### config.mk
export PLATFORM = sky130hd
export DESIGN_NAME = peak_hold_meter_core
export DESIGN_NICKNAME = d
export VERILOG_FILES = /design/src/rtl/core/phm_pkg.sv /design/src/rtl/core/peak_hold_meter_core.sv
export SDC_FILE = /design/constraint.sdc
export NUM_CORES = 1
export LEC_CHECK = 0
export BUFFER_PORTS_ARGS = -buffer_cell sky130_fd_sc_hd__buf_2
export CORE_UTILIZATION = 38
export CTS_BUF_LIST = sky130_fd_sc_hd__clkbuf_2
export CTS_CLUSTER_DIAMETER = 120
export CTS_CLUSTER_SIZE = 12
export DETAILED_ROUTE_END_ITERATION = 8
export HOLD_SLACK_MARGIN = 0.06
export MAX_ROUTING_LAYER = met4
export PLACE_DENSITY_LB_ADDON = 0.1
export SLEW_MARGIN = 10
export SYNTH_ARGS = -nofsm -noshare
export SYNTH_HDL_FRONTEND = slang
export SYNTH_SLANG_ARGS = --single-unit
### constraint.sdc
create_clock -name aclk -period 15.5 [get_ports aclk]
set_input_delay 0.775 -clock aclk [delete_from_list [all_inputs] [get_ports aclk]]
set_output_delay 0.775 -clock aclk [all_outputs]
set_load 0.02 [all_outputs]
### src/rtl/core/phm_pkg.sv
`default_nettype none

package phm_pkg;

    localparam int unsigned SampleWidth = 16;
    localparam int unsigned LevelWidth  = 25;
    localparam int unsigned HoldWidth   = 16;
    localparam int unsigned WidenShift  = 9;
    localparam int unsigned CfgIdxWidth = 2;

    // Full scale (1.0) with 24 fractional bits.
    localparam logic [LevelWidth-1:0] LevelOne = 25'd16777216;

    localparam logic [HoldWidth-1:0]  HoldSamplesRst = 16'd11025;
    // About 0.5 / 11025 with 24 fractional bits.
    localparam logic [LevelWidth-1:0] FalloffStepRst = 25'd761;
    localparam logic                  RectifyRst     = 1'b1;

    typedef logic signed [SampleWidth-1:0] sample_t;
    typedef logic [LevelWidth-1:0]         level_t;
    typedef logic [HoldWidth-1:0]          hold_t;

    typedef enum logic [CfgIdxWidth-1:0] {
        CFG_HOLD_SAMPLES = 2'd0,
        CFG_FALLOFF_STEP = 2'd1,
        CFG_RECTIFY      = 2'd2
    } cfg_idx_t;

    typedef enum logic {
        KIND_SAMPLE = 1'b0,
        KIND_CLEAR  = 1'b1
    } kind_t;

endpackage : phm_pkg

`default_nettype wire

### src/rtl/core/peak_hold_meter_core.sv
`default_nettype none

// Channel   Handshake           Payload                         Direction
// -------   -----------------   -----------------------------   ---------
// input     s_valid / s_ready   s_kind, s_sample                in
// result    m_valid / m_ready   m_sample_out, m_peak_level      out
// config    cfg_wr_en           cfg_index, cfg_wr_data          in
//
// One beat in, one beat out. A beat passes through the input register and
// then lands in the result register; a new beat is taken every cycle
// unless the result register stalls. The loop through the peak compare,
// clamp and falloff subtract on peak_reg sets that rate.
// Synchronous active-low reset empties both stages, zeroes peak and hold,
// and loads the register defaults (hold 11025, falloff 761, rectify on).
// A stalled result register holds; the input register then holds too and
// s_ready drops, so no beat is lost or repeated.

module peak_hold_meter_core (
    input  wire logic                     aclk,
    input  wire logic                     aresetn,

    input  wire logic                     s_valid,
    output      logic                     s_ready,
    input  wire logic                     s_kind,
    input  wire phm_pkg::sample_t         s_sample,

    output      logic                     m_valid,
    input  wire logic                     m_ready,
    output      phm_pkg::sample_t         m_sample_out,
    output      phm_pkg::level_t          m_peak_level,

    input  wire logic                     cfg_wr_en,
    input  wire logic [phm_pkg::CfgIdxWidth-1:0] cfg_index,
    input  wire logic [phm_pkg::LevelWidth-1:0]  cfg_wr_data
);
    import phm_pkg::*;

    // Configuration registers.
    hold_t   hold_samples_reg;
    level_t  falloff_step_reg;
    logic    rectify_reg;

    // Input stage.
    logic    in_valid_reg;
    kind_t   in_kind_reg;
    sample_t in_sample_reg;

    // Meter state.
    level_t  peak_reg;
    level_t  peak_next;
    hold_t   hold_reg;
    hold_t   hold_next;

    // Result stage.
    logic    out_valid_reg;
    sample_t out_sample_reg;
    sample_t out_sample_next;
    level_t  out_peak_reg;

    logic                   advance;
    logic [SampleWidth-1:0] magnitude;
    level_t                 level;
    logic                   new_peak;
    level_t                 peak_hit;
    hold_t                  hold_hit;

    // Move the input beat on whenever the result slot is free or drains.
    assign advance = in_valid_reg && (!out_valid_reg || m_ready);
    assign s_ready = !in_valid_reg || advance;

    assign m_valid      = out_valid_reg;
    assign m_sample_out = out_sample_reg;
    assign m_peak_level = out_peak_reg;

    // Rectify, then widen Q1.15 to 24 fractional bits. A negative sample
    // without rectify maps to zero, which can never beat the peak.
    always_comb begin
        if (in_sample_reg[SampleWidth-1]) begin
            if (rectify_reg) begin
                magnitude = SampleWidth'(~in_sample_reg + 1'b1);
            end else begin
                magnitude = '0;
            end
        end else begin
            magnitude = in_sample_reg;
        end
        level = {magnitude, {WidenShift{1'b0}}};
    end

    // Peak capture with clamp at full scale, then hold countdown or decay; a clear beat zeroes all.
    always_comb begin
        new_peak = (level > peak_reg);
        if (new_peak) begin
            peak_hit = (level > LevelOne) ? LevelOne : level;
            hold_hit = hold_samples_reg;
        end else begin
            peak_hit = peak_reg;
            hold_hit = hold_reg;
        end

        if (in_kind_reg == KIND_CLEAR) begin
            peak_next       = '0;
            hold_next       = '0;
            out_sample_next = '0;
        end else begin
            out_sample_next = in_sample_reg;
            if (hold_hit != '0) begin
                hold_next = hold_hit - 1'b1;
                peak_next = peak_hit;
            end else begin
                hold_next = '0;
                peak_next = (falloff_step_reg >= peak_hit) ? '0
                                                           : peak_hit - falloff_step_reg;
            end
        end
    end

    // Configuration writes; an unknown index is dropped.
    always_ff @(posedge aclk) begin
        if (!aresetn) begin
            hold_samples_reg <= HoldSamplesRst;
            falloff_step_reg <= FalloffStepRst;
            rectify_reg      <= RectifyRst;
        end else if (cfg_wr_en) begin
            unique case (cfg_index)
                CFG_HOLD_SAMPLES: hold_samples_reg <= cfg_wr_data[HoldWidth-1:0];
                CFG_FALLOFF_STEP: falloff_step_reg <= cfg_wr_data;
                CFG_RECTIFY:      rectify_reg      <= cfg_wr_data[0];
                default: ;
            endcase
        end
    end

    // Control: stage valids and meter state.
    always_ff @(posedge aclk) begin
        if (!aresetn) begin
            in_valid_reg  <= 1'b0;
            out_valid_reg <= 1'b0;
            peak_reg      <= '0;
            hold_reg      <= '0;
        end else begin
            if (s_ready) begin
                in_valid_reg <= s_valid;
            end
            if (advance) begin
                out_valid_reg <= 1'b1;
                peak_reg      <= peak_next;
                hold_reg      <= hold_next;
            end else if (m_ready) begin
                out_valid_reg <= 1'b0;
            end
        end
    end

    // Payload registers.
    always_ff @(posedge aclk) begin
        if (s_ready && s_valid) begin
            in_kind_reg   <= kind_t'(s_kind);
            in_sample_reg <= s_sample;
        end
        if (advance) begin
            out_sample_reg <= out_sample_next;
            out_peak_reg   <= peak_next;
        end
    end

    // A clear beat leaves the meter at rest.
    a_clear_zeroes: assert property (@(posedge aclk) disable iff (!aresetn)
        (advance && in_kind_reg == KIND_CLEAR) |=> (peak_reg == '0 && hold_reg == '0))
        else $error("clear did not zero peak and hold");

    // The peak never passes full scale.
    a_peak_range: assert property (@(posedge aclk) disable iff (!aresetn)
        peak_reg <= LevelOne)
        else $error("peak above full scale");

    // The result carries the state the beat left behind.
    a_result_peak: assert property (@(posedge aclk) disable iff (!aresetn)
        advance |=> (m_valid && m_peak_level == peak_reg))
        else $error("result peak differs from stored peak");

    // A running hold counts down by one when no new peak arrives.
    a_hold_count: assert property (@(posedge aclk) disable iff (!aresetn)
        (advance && in_kind_reg == KIND_SAMPLE && hold_reg != '0 && !new_peak)
        |=> (hold_reg == $past(hold_reg) - 1'b1))
        else $error("hold counter did not step down");

    // An empty result register never blocks the input side.
    a_no_stall: assert property (@(posedge aclk) disable iff (!aresetn)
        !out_valid_reg |-> s_ready)
        else $error("input stalled with an empty result register");

endmodule : peak_hold_meter_core

`default_nettype wire

== After elaboration in Yosys (flattened, before gate mapping) ==
Cells that the tools add are included.
Word-level totals
  input port bits: 49
  register bits after elaboration: 143
  output and inout port bits: 43
Operators by class
  mux-type cells: 12
  reductions and logical operators: 12
  bitwise gates (word level): 1
  magnitude comparators: 3
  add/subtract/negate cells: 3
  equal/unequal tests: 2
Operators with widths (number)
  $mux W25: 5
  $mux W16: 5
  $ge A25 B25 Y1: 1
  $gt A25 B25 Y1: 1
  $gt A25 B25 Y1 const B: 1
  $sub A25 B25 Y25: 1
  $add A16 B1 Y16 const B: 1
  $not A16 Y16: 1
  $reduce_bool A16 Y1: 1
  $sub A16 B1 Y16 const B: 1
  $reduce_and A2 Y1: 3
  $eq A2 B1 Y1 const B: 1
  $eq A2 B2 Y1 const B: 1
  $logic_and A1 B1 Y1: 2
  $logic_not A1 Y1: 2
  $logic_not A2 Y1: 1
  $logic_or A1 B1 Y1: 2
  $mux W1: 2
  $reduce_bool A2 Y1: 1

== Depth between registers and ports, before layout ==
Gate-level depths: netlist of run 1.
  depth in word-level cells: 11
  gate-level depth with buffers: 29
  depth with buffers taken out: 25

== Worst setup path after synthesis of run 1 ==
Ideal clock, no wire load.
  kind: flip-flop to flip-flop
  start: register in_sample_reg[0]
  end: register peak_reg[14]
  arrival: 5.877 ns
  path buffers: 5
  clock period less this slack: 5.992 ns
  cell stages (with the launch flop): 28
  setup slack: 9.508 ns
  required time: 15.385 ns
  cell sequence: edfxtp_1 > inv_1 > ha_1 > or4b_2 > nor4_1 > mux2i_1 > nand2_1 > o21ai_0 > ha_1 > nand2_1 > nor3_1 > a2111oi_4 > a21bo_2 > buf_2 > buf_2 > clkbuf_1 > and2_1 > ha_1 > o21a_1 > o31a_1 > o311a_1 > o31ai_2 > a31oi_1 > o211a_1 > buf_2 > buf_4 > a31o_2 > o21ba_2
On the way
  cells in the longest elaborated chain, start to end: 11
RTL lines
  from (decl): line peak_hold_meter_core.sv:46  | sample_t in_sample_reg;
  from (signal assigned): line peak_hold_meter_core.sv:159  | in_sample_reg <= s_sample;
  $not A16 Y16: line peak_hold_meter_core.sv:80  | magnitude = SampleWidth'(~in_sample_reg + 1'b1);
  $add A16 B1 Y16: line peak_hold_meter_core.sv:80
  $mux W16: line peak_hold_meter_core.sv:79  | if (rectify_reg) begin
  $mux W16 *: line peak_hold_meter_core.sv:78  | if (in_sample_reg[SampleWidth-1]) begin
  $gt A25 B25 Y1: line peak_hold_meter_core.sv:94  | peak_hit = (level > LevelOne) ? LevelOne : level;
  $mux W25: line peak_hold_meter_core.sv:94
  $mux W25: line peak_hold_meter_core.sv:93  | if (new_peak) begin
  $sub A25 B25 Y25 or $ge A25 B25 Y1 (tied branches): line peak_hold_meter_core.sv:113, peak_hold_meter_core.sv:112
  $mux W25: line peak_hold_meter_core.sv:112  | peak_next = (falloff_step_reg >= peak_hit) ? '0
  $mux W25 *: line peak_hold_meter_core.sv:107  | if (hold_hit != '0) begin
  $mux W25 *: line peak_hold_meter_core.sv:101  | if (in_kind_reg == KIND_CLEAR) begin
  net peak_next[14]: line peak_hold_meter_core.sv:50  | level_t peak_next;
  to (signal assigned): line peak_hold_meter_core.sv:147  | peak_reg <= peak_next;
  to (decl): line peak_hold_meter_core.sv:49  | level_t peak_reg;
Mark *: on every way through the listed nets, which the timed path passes. The rest lies on a longest branch.
A chain may end at the register's enable or synchronous reset.

== Final worst setup path of run 1 ==
  start: register in_sample_reg[0]
  end: register peak_reg[6]
On the way
  cells in the longest elaborated chain, start to end: 11
RTL lines (line)
  $not A16 Y16: peak_hold_meter_core.sv:80
  $add A16 B1 Y16: peak_hold_meter_core.sv:80
  $mux W16: peak_hold_meter_core.sv:79
  $mux W16 *: peak_hold_meter_core.sv:78
  $gt A25 B25 Y1: peak_hold_meter_core.sv:94
  $mux W25: peak_hold_meter_core.sv:94
  $mux W25: peak_hold_meter_core.sv:93
  $ge A25 B25 Y1: peak_hold_meter_core.sv:112
  $mux W25: peak_hold_meter_core.sv:112
  $mux W25 *: peak_hold_meter_core.sv:107
  $mux W25 *: peak_hold_meter_core.sv:101
Every way passes the cells marked *; elsewhere a longest branch is shown, timed or not.

==> results of run 1 <==
[worst paths after layout]
kind,startpoint,slack (ns),to,cells after the start
max,in_sample_reg[0],8.37,peak_reg[6],25
min,s_sample[8],0.18,in_sample_reg[8],1
max reg2reg,in_sample_reg[0],8.37,peak_reg[6],25
min reg2reg,falloff_step_reg[22],0.48,falloff_step_reg[22],2
[power groups by stage]
stage / Clock [W] / Sequential, W / Combinational, W
2_1_floorplan: 0 / 0.000442 / 0.000232
3_3_place_gp: 0 / 0.000439 / 0.000315
6_report: 0.000232 / 0.000431 / 0.000317
5_1_grt: 0.000257 / 0.000434 / 0.000354
4_1_cts: 0.000241 / 0.000431 / 0.000317
3_5_place_dp: 0 / 0.000439 / 0.000316
[metal layers]
| metal | global-route usage [%] | wire length [um] | vias up |
|---|---|---|---|
| li1 | - | - | 3709 |
| met1 | 28.6 | 11600 | 3515 |
| met2 | 33.9 | 11100 | 156 |
| met3 | 3.61 | 880 | 28 |
| met4 | 6.54 | 481 | 0 |
| met5 | - | 0 | - |
[through the flow]
step                      cells  total power (W)
after global routing       1365          0.00105
after detailed placement   1332         0.000754
after global placement     1332         0.000754
after CTS                  1364         0.000989
final                      1365         0.000980
after floorplan            1002         0.000674
[final cells by class]
type	count	share of cell area, %
Sequential cell	143	36.2
Antenna cell	1	0.0263
Clock buffer	18	0.946
Multi-Input combinational cell	737	49.4
Inverter	75	2.96
Timing Repair Buffer	97	5.26
Clock inverter	14	1.60
Tap cell	280	3.68
[cells in the final DEF (no fill, tap or decap), drive strengths merged, types with 8 or more instances in the layout]
cell	netlist	layout
o21a	8	8
xor2	12	12
nor3	21	21
o22ai	10	10
mux2i	15	15
nor2b	27	27
o21ai	62	62
ha	43	43
inv	74	82
nand3	22	22
nor4	10	10
and2	17	17
clkbuf	32	18
nand4	11	11
xnor2	11	11
a22o	17	17
a22oi	16	16
buf	15	97
or3	11	11
a21o	15	15
a31oi	12	12
nand2	151	151
a21oi	45	45
edfxtp	58	58
dfxtp	85	85
nor2	70	70
a21boi	37	37
[worst max-delay path, delay by kind of cell (launching register included)]
family / cells / cell delay, ns
fa+ha+maj: 3 / 0.93
mux: 1 / 0.07
compound gates: 8 / 2.58
flops: 1 / 0.48
buf+inv: 2 / 0.20
simple gates: 11 / 2.82
[cell families after synthesis]
| logic type | count (synthesis) | share of synthesized area, % |
|---|---|---|
| flip-flops | 143 | 40.0 |
| multiplexers | 17 | 2.00 |
| adder cells (fa/ha/maj) | 44 | 6.48 |
| buffers and inverters | 122 | 5.55 |
| XOR/XNOR | 23 | 2.34 |
| AO/OA/AOI/OAI | 278 | 22.5 |
| AND/OR/NAND/NOR | 375 | 21.1 |
==> impl_metrics.json, run 1 <==
{
  "outcome": "finished, violations left",
  "violations": "design-rule violations",
  "synth-async-reset-ratio_pct": 0,
  "ys_warn_count": 0,
  "fin_ws_ns": 8.37,
  "syn_area_sq_mm": 0.00862,
  "post_cts_resized": 0,
  "crit_fanout": 34,
  "setup_viol": 0,
  "ys_ff_latch": 143,
  "grt_pass1_vias": 7084,
  "fp.dieW_um": 153,
  "clock-sinks": 143,
  "grt_max_degree": 85,
  "antenna_found_initial": 1,
  "syn_avg_cell_area_sq_um": 8.60,
  "syn_inst": 1002,
  "cts_tree": "yes",
  "final_util_pct": 43.2,
  "place_hpwl_mm": 17.3,
  "initialDrtViolationCount": 442,
  "ys_seq_area_share_pct": 40.0,
  "grt_usage_pct": 21.7,
  "final_max_slew_viol_count": 0,
  "overflow": 0,
  "design_area_sq_mm": 0.00952,
  "cp-end-kind": "flop",
  "finalWirelength_mm": 24.1,
  "post-route-min-period_ns": 7.13,
  "netlist.area_leader.share_pct": 20.2,
  "path_clk_slew_ns": 0.24,
  "die_height_um": 153,
  "clockRootBuffer": "clkbuf_2",
  "worst_pin_slew_ns": 1.12,
  "post-route-period-util_pct": 46.0,
  "layout.nets": 1164,
  "cts_setup_buffers": 0,
  "seq_power_share_pct": 44.0,
  "p_per_area_mw_per_mm2": 103,
  "ios": 92,
  "rsz0062_at_grt": "no",
  "worstHoldPathType": "in -> reg",
  "cpMaxStageDelayCell": "o211a_1",
  "synth_cell_types": 76,
  "port_buffers": 91,
  "maxCapViolations": 0,
  "skew_ns": 0.0464,
  "multi_input_area_sq_mm": 0.00470,
  "initial_utilization_pct": 39.1,
  "regArea_sq_mm": 0.00344,
  "synth_top_cells_by_count": "nand2_1, dfxtp_1, inv_1",
  "syn_nets": 1095,
  "synthFlopType": "dfxtp_1",
  "route.vias.total": 7408,
  "fin_tns_setup_ns": 0,
  "synth-edff-count": 58,
  "crit_path_start_kind": "flop",
  "synth_area_leader_cell": "edfxtp_1",
  "clock_latency_ns": 0.75,
  "fillers": 2329,
  "ant_nets": 0,
  "finalHoldViolCount": 0,
  "detail_route.wl_per_cell_um": 17.6,
  "max_slew_margin_pct": 24.7,
  "die_area_sq_mm": 0.0233,
  "pre_cts_ws_ns": 8.42,
  "core_sq_mm": 0.0220,
  "yosysMostFrequentCell": "nand2_1",
  "cts_buffers": 17,
  "gp_congestion": 0.863,
  "grt_pass1_wl_mm": 38.4,
  "area.growth.synth_to_final_pct": 10.5,
  "peakVddDrop_mv": 0.0405,
  "h-tree-depth": 4,
  "via_per_inst": 5.43,
  "hold_slack_ns": 0.178,
  "cp_common_cell": "ha_1",
  "leakagePower_nw": 3.90,
  "switchingPower_w": 0.000366,
  "post_synth_main_area_contributors": "edfxtp_1, dfxtp_1, nand2_1, ha_1, o21ai_0",
  "p_sw_share_pct": 37.4,
  "internal_power_w": 0.000613,
  "crit_arrival_ns": 7.83,
  "power.clock.fraction_pct": 23.6,
  "required_ns": 16.20,
  "max_stage_delay_ns": 0.85,
  "row_count": 54,
  "drc_errors": 1,
  "layout-drive-gt1-share_pct": 14.9,
  "drt_first_pass_iters": 9,
  "p_comb_share_pct": 32.4,
  "cts_hold_buffers": 0,
  "dpl-instance-area_sq_mm": 0.00928,
  "cts_max_path_buffers": 2,
  "max_freq_mhz": 140,
  "worstSetupPathType": "reg -> reg"
}
Power figures use the tool's default switching activity.
==> inputs of run 2 (changes only) <==
==> constraint.sdc (replaced) <==
create_clock -name aclk -period 6.71 [get_ports aclk]
set_input_delay 0.3355 -clock aclk [delete_from_list [all_inputs] [get_ports aclk]]
set_output_delay 0.3355 -clock aclk [all_outputs]
set_load 0.02 [all_outputs]
==> run 2 against run 1 <==
Against the previous run:
- the run still ends with design-rule violations left
- combinational power rose to 2.5 times the previous value
- non-clock buffer count up 68
- first-iteration DRC count up 0.23%
- fmax up 13%
- largest power group unchanged
- highest routed layer unchanged
==> impl_metrics.json, run 2 (synthesis results as in run 1) <==
{
  "outcome": "finished, violations left",
  "violations": "design-rule violations",
  "final_common_cell": "nand2_1",
  "core_sq_mm": 0.0220,
  "clock_latency_ns": 0.72,
  "design_area_sq_mm": 0.0102,
  "grt_usage_pct": 22.3,
  "rsz0062_at_grt": "no",
  "path_cells": "inv_1 -> ha_1 -> or4b_2 -> nor4_1 -> mux2i_1 -> nand2_1 -> o21ai_0 -> ha_1 -> nand2_1 -> nor4_4 -> a22oi_2 -> a21bo_4 -> buf_4 -> o31ai_1 -> ha_1 -> a21o_1 -> a21oi_1 -> o21bai_1 -> a21o_1 -> a21oi_1 -> nand2_1 -> a311o_1 -> a32o_1 -> o21ba_2",
  "crit_buf_inv": 2,
  "place_hpwl_mm": 18.0,
  "grt_max_degree": 85,
  "critPathTopFamily": "compound AO/OA/AOI/OAI gates",
  "gp_congestion": 0.946,
  "row_count": 54,
  "area.growth.synth_to_final_pct": 18.5,
  "overflow": 0,
  "detail_route.wl_per_cell_um": 17.4,
  "met3_usage_pct": 3.56,
  "initial_utilization_pct": 39.1,
  "crit_fanout": 9,
  "ios": 92,
  "cp-end-kind": "flop",
  "port_buffers": 91,
  "cts_buffers": 17,
  "h-tree-depth": 4,
  "post-route-period-util_pct": 93.8,
  "regArea_sq_mm": 0.00344,
  "finalWirelength_mm": 25.0,
  "cts_tree": "yes",
  "ant_nets": 0,
  "max_freq_mhz": 159,
  "fillers": 2251,
  "cpMaxStageDelayCell": "or4b_2",
  "crit_path_start_kind": "flop",
  "fin_tns_setup_ns": 0,
  "worstHoldPathType": "in -> reg",
  "worstSetupPathType": "reg -> reg",
  "pre_cts_ws_ns": 0.142,
  "die_height_um": 153,
  "initialDrtViolationCount": 443,
  "hold_depth": 4,
  "peakVddDrop_mv": 0.0964,
  "multi_input_area_sq_mm": 0.00473,
  "post-route-min-period_ns": 6.29,
  "p_per_area_mw_per_mm2": 230,
  "finalHoldViolCount": 0,
  "fp.dieW_um": 153,
  "setup_viol": 0,
  "final_max_slew_viol_count": 0,
  "layout.nets": 1232,
  "skew_ns": 0.0347,
  "clock-sinks": 143,
  "maxCapViolations": 0,
  "dpl-instance-area_sq_mm": 0.00938,
  "final_cell_mix": "nand2_1, buf_2, dfxtp_1",
  "drc_errors": 3,
  "max_stage_delay_ns": 0.66,
  "crit_arrival_ns": 6.92,
  "layout-drive-gt1-share_pct": 15.7,
  "grt_pass1_wl_mm": 39.4,
  "leakagePower_nw": 4.20,
  "path_clk_slew_ns": 0.25,
  "grt.met1_usage_pct": 29.1,
  "busiest_layer": "met2",
  "max_slew_margin_pct": 25.1,
  "rrSetupSlack_ns": 0.42,
  "required_ns": 7.34,
  "grt_pass1_vias": 7033,
  "cts_max_path_buffers": 2,
  "worst_pin_slew_ns": 1.12,
  "grt.met2_usage_pct": 36.4,
  "worst-r2r-cell-count": 24,
  "drt_first_pass_iters": 7,
  "crit_cells": 24,
  "die_area_sq_mm": 0.0233,
  "via_per_inst": 5.31,
  "fin_ws_ns": 0.417,
  "antenna_found_initial": 1,
  "clockRootBuffer": "clkbuf_2",
  "route.vias.total": 7613
}
[run 2: metrics by stage]
step           power [W]  instances  hold slack [ns]  util [%]
2_1_floorplan    0.00156       1002            0.434         -
5_1_grt          0.00250       1433           0.0625      46.3
6_report         0.00235       1433            0.154      46.3
4_1_cts          0.00235       1427           0.0641      46.0
3_5_place_dp     0.00177       1346            0.460      42.6
3_3_place_gp     0.00177       1346            0.455      42.6
[run 2: final cells by class]
class,count,share of cell area [%]
clock inverters,14,1.63
clock buffers,18,0.882
inverters,75,2.76
repair buffers,165,11.2
flip-flops and latches,143,33.7
diodes,1,0.0245
multi-input cells,737,46.3
well taps,280,3.43
[run 2: where the power goes]
group	internal, W	switching [W]
clock	0.000210	0.000344
combinational	0.000327	0.000477
sequential	0.000959	0.0000347
total	0.00150	0.000856
[run 2: worst paths after layout]
path / end / startpoint
min reg2reg: falloff_step_reg[12] / falloff_step_reg[12]
min: rectify_reg / cfg_wr_en
max reg2reg: peak_reg[20] / in_sample_reg[0]
max: peak_reg[20] / in_sample_reg[0]
[run 2: layer usage]
layer / wire length, um / vias up / share of wire, %
met3: 747 / 14 / 3.0
li1: - / 3840 / -
met4: 214 / 0 / 0.86
met1: 11900 / 3630 / 48
met2: 12100 / 129 / 48
met5: 0 / - / 0
[run 2: repair_timing]
| action | in CTS | in global routing |
|---|---|---|
| gates resized for setup | 0 | 5 |
| buffers inserted | 0 | 5 |
| hold buffers | 49 | 0 |
| endpoints found under the hold margin | 61 | 0 |
| endpoints found under the setup margin | 0 | 50 |
[run 2: worst min-delay path, delay by kind of cell]
kind	cells	cell delay [ns]
AND/OR/NAND/NOR	2	0.26
buffers and inverters	1	0.12
AO/OA/AOI/OAI	1	0.12
==> inputs of run 3 (changes only) <==
==> constraint.sdc (replaced) <==
create_clock -name aclk -period 5.3 [get_ports aclk]
set_input_delay 0.265 -clock aclk [delete_from_list [all_inputs] [get_ports aclk]]
set_output_delay 0.265 -clock aclk [all_outputs]
set_load 0.02 [all_outputs]
==> run 3 against run 2 <==
Against the previous run:
- the run ends with design-rule violations, negative setup slack left
- global-route usage grew 1.2 points
- routed wire length grew 9.0%
- flip-flop and latch count is the same
- clock power grew 19%
- worst hold slack gained 0.068 ns
- register-to-register slack lost 0.54 ns
- critical path depth shrank 1
- count of clock-buffer cells in the layout shrank 1
- total power grew 50%
- via count grew 11%
==> impl_metrics.json, run 3 (synthesis results as in run 1) <==
{
  "fp.dieW_um": 153,
  "pre_cts_ws_ns": -0.460,
  "gp_congestion": 0.882,
  "row_count": 54,
  "initial_utilization_pct": 39.1,
  "path_clk_slew_ns": 0.25,
  "worst-r2r-cell-count": 23,
  "crit_fanout": 8,
  "core_sq_mm": 0.0220,
  "ios": 92,
  "detail_route.wl_per_cell_um": 17.0,
  "crit_arrival_ns": 6.08,
  "required_ns": 5.95,
  "place_hpwl_mm": 18.9,
  "cts_max_path_buffers": 2,
  "post-route-period-util_pct": 102,
  "design_area_sq_mm": 0.0127,
  "peakVddDrop_mv": 0.146,
  "p_per_area_mw_per_mm2": 278,
  "crit_path_start_kind": "flop",
  "worstHoldPathType": "in -> reg",
  "route.vias.total": 8430,
  "worstSetupPathType": "reg -> reg",
  "skew_ns": 0.0296,
  "ant_nets": 0,
  "leakagePower_nw": 5.25,
  "final_cells": 1601,
  "dpl-instance-area_sq_mm": 0.0104,
  "drc_errors": 4,
  "final_max_slew_viol_count": 0,
  "max_slew_margin_pct": 25.6,
  "grt_usage_pct": 23.5,
  "layout.nets": 1400,
  "cp-end-kind": "flop",
  "initialDrtViolationCount": 552,
  "antenna_found_initial": 1,
  "cts_tree": "yes",
  "overflow": 0,
  "outcome": "finished, violations left",
  "finalWirelength_mm": 27.2,
  "clock_latency_ns": 0.75,
  "grt_pass1_vias": 8097,
  "die_area_sq_mm": 0.0233,
  "setup.worst_path.end": "peak_reg[20]",
  "clock-sinks": 143,
  "post-route-min-period_ns": 5.43,
  "rsz0062_at_grt": "yes",
  "max_freq_mhz": 184,
  "final_cell_mix": "buf_4, nand2_1, buf_2",
  "area.growth.synth_to_final_pct": 47.1,
  "r2r-end": "peak_reg[20]",
  "cts_buffers": 17,
  "startpoint": "in_sample_reg[1]",
  "grt_max_degree": 59,
  "via_per_inst": 5.27,
  "worst_pin_slew_ns": 1.11,
  "die_height_um": 153,
  "violations": "design-rule violations, negative setup slack",
  "final_common_cell": "buf_4",
  "grt_pass1_wl_mm": 42.0,
  "clockRootBuffer": "clkbuf_2",
  "finalHoldViolCount": 0,
  "rrSetupSlack_ns": -0.13,
  "h-tree-depth": 4,
  "port_buffers": 91,
  "maxCapViolations": 0,
  "place_inst": 1459,
  "fin_ws_ns": -0.128,
  "drt_first_pass_iters": 9,
  "layout-drive-gt1-share_pct": 35.8,
  "setup_viol": 29,
  "r2r-start": "in_sample_reg[1]",
  "total_power_w": 0.00353
}
==> run 3: worst min-delay path by stage <==
stage,from,end,depth (start not counted)
finish,s_sample[3],in_sample_reg[3],2
global route,s_sample[0],in_sample_reg[0],2
CTS,s_sample[8],in_sample_reg[8],2
detailed placement,s_sample[10],in_sample_reg[10],1
global placement,s_sample[8],in_sample_reg[8],1
floorplan,s_kind,in_kind_reg,0
==> run 3: through the flow <==
stage,utilization (%),hold WS [ns],TNS (ns)
3_3_place_gp,47.4,0.442,-14.12
4_1_cts,54.5,0.151,-0.880
2_1_floorplan,-,0.364,-0.457
3_5_place_dp,47.4,0.444,-17.43
5_1_grt,57.5,0.134,-14.18
6_report,57.5,0.222,-1.69
==> run 3: metal layers <==
| layer | GRT usage [%] | vias up | part of all wire, % |
|---|---|---|---|
| li1 | - | 4194 | - |
| met1 | 29.2 | 4006 | 46 |
| met2 | 39.0 | 184 | 48 |
| met3 | 4.12 | 46 | 3.9 |
| met4 | 7.17 | 0 | 2.2 |
| met5 | - | - | 0 |
==> run 3: layout make-up <==
| type | instances | area, sq um |
|---|---|---|
| diodes | 1 | 2.50 |
| well taps | 280 | 350 |
| multi-input cells | 738 | 5760 |
| fillers | 1987 | 9350 |
| clock buffers | 17 | 85.1 |
| repair buffers | 332 | 2600 |
| flip-flops and latches | 143 | 3440 |
| inverters | 75 | 284 |
| clock inverters | 15 | 149 |
==> run 3: critical path, stage by stage, from the launching register on <==
cell and delay (ns):
edfxtp_1 0.48, inv_2 0.10, ha_4 0.14, or4b_4 0.50
o211ai_1 0.21, o31a_1 0.18, o22ai_2 0.09, ha_4 0.31
nand4_4 0.09, nor4_4 0.34, nand4_1 0.20, a21bo_4 0.35
buf_6 0.12, and2_4 0.13, ha_4 0.20, o21a_1 0.18
o31a_1 0.14, o311a_4 0.36, o31ai_4 0.24, a31oi_4 0.12
o211a_4 0.28, buf_8 0.15, a32o_1 0.27, o21ba_2 0.19
==> run 3: power breakdown <==
group / switching (W) / internal (W) / leakage (nW)
combinational: 0.000813 / 0.000795 / 3.85
clock: 0.000476 / 0.000186 / 0.139
sequential: 0.0000439 / 0.00121 / 1.26
total: 0.00133 / 0.00220 / 5.25
==> run 3: what timing repair did <==
action / in CTS / in global routing
pin swaps: 51 / 50
setup buffers: 27 / 24
hold buffers: 58 / 0
endpoints found under the hold margin: 73 / 0
gates cloned: 1 / 1
setup endpoints to repair: 63 / 66
gates resized for setup: 106 / 100
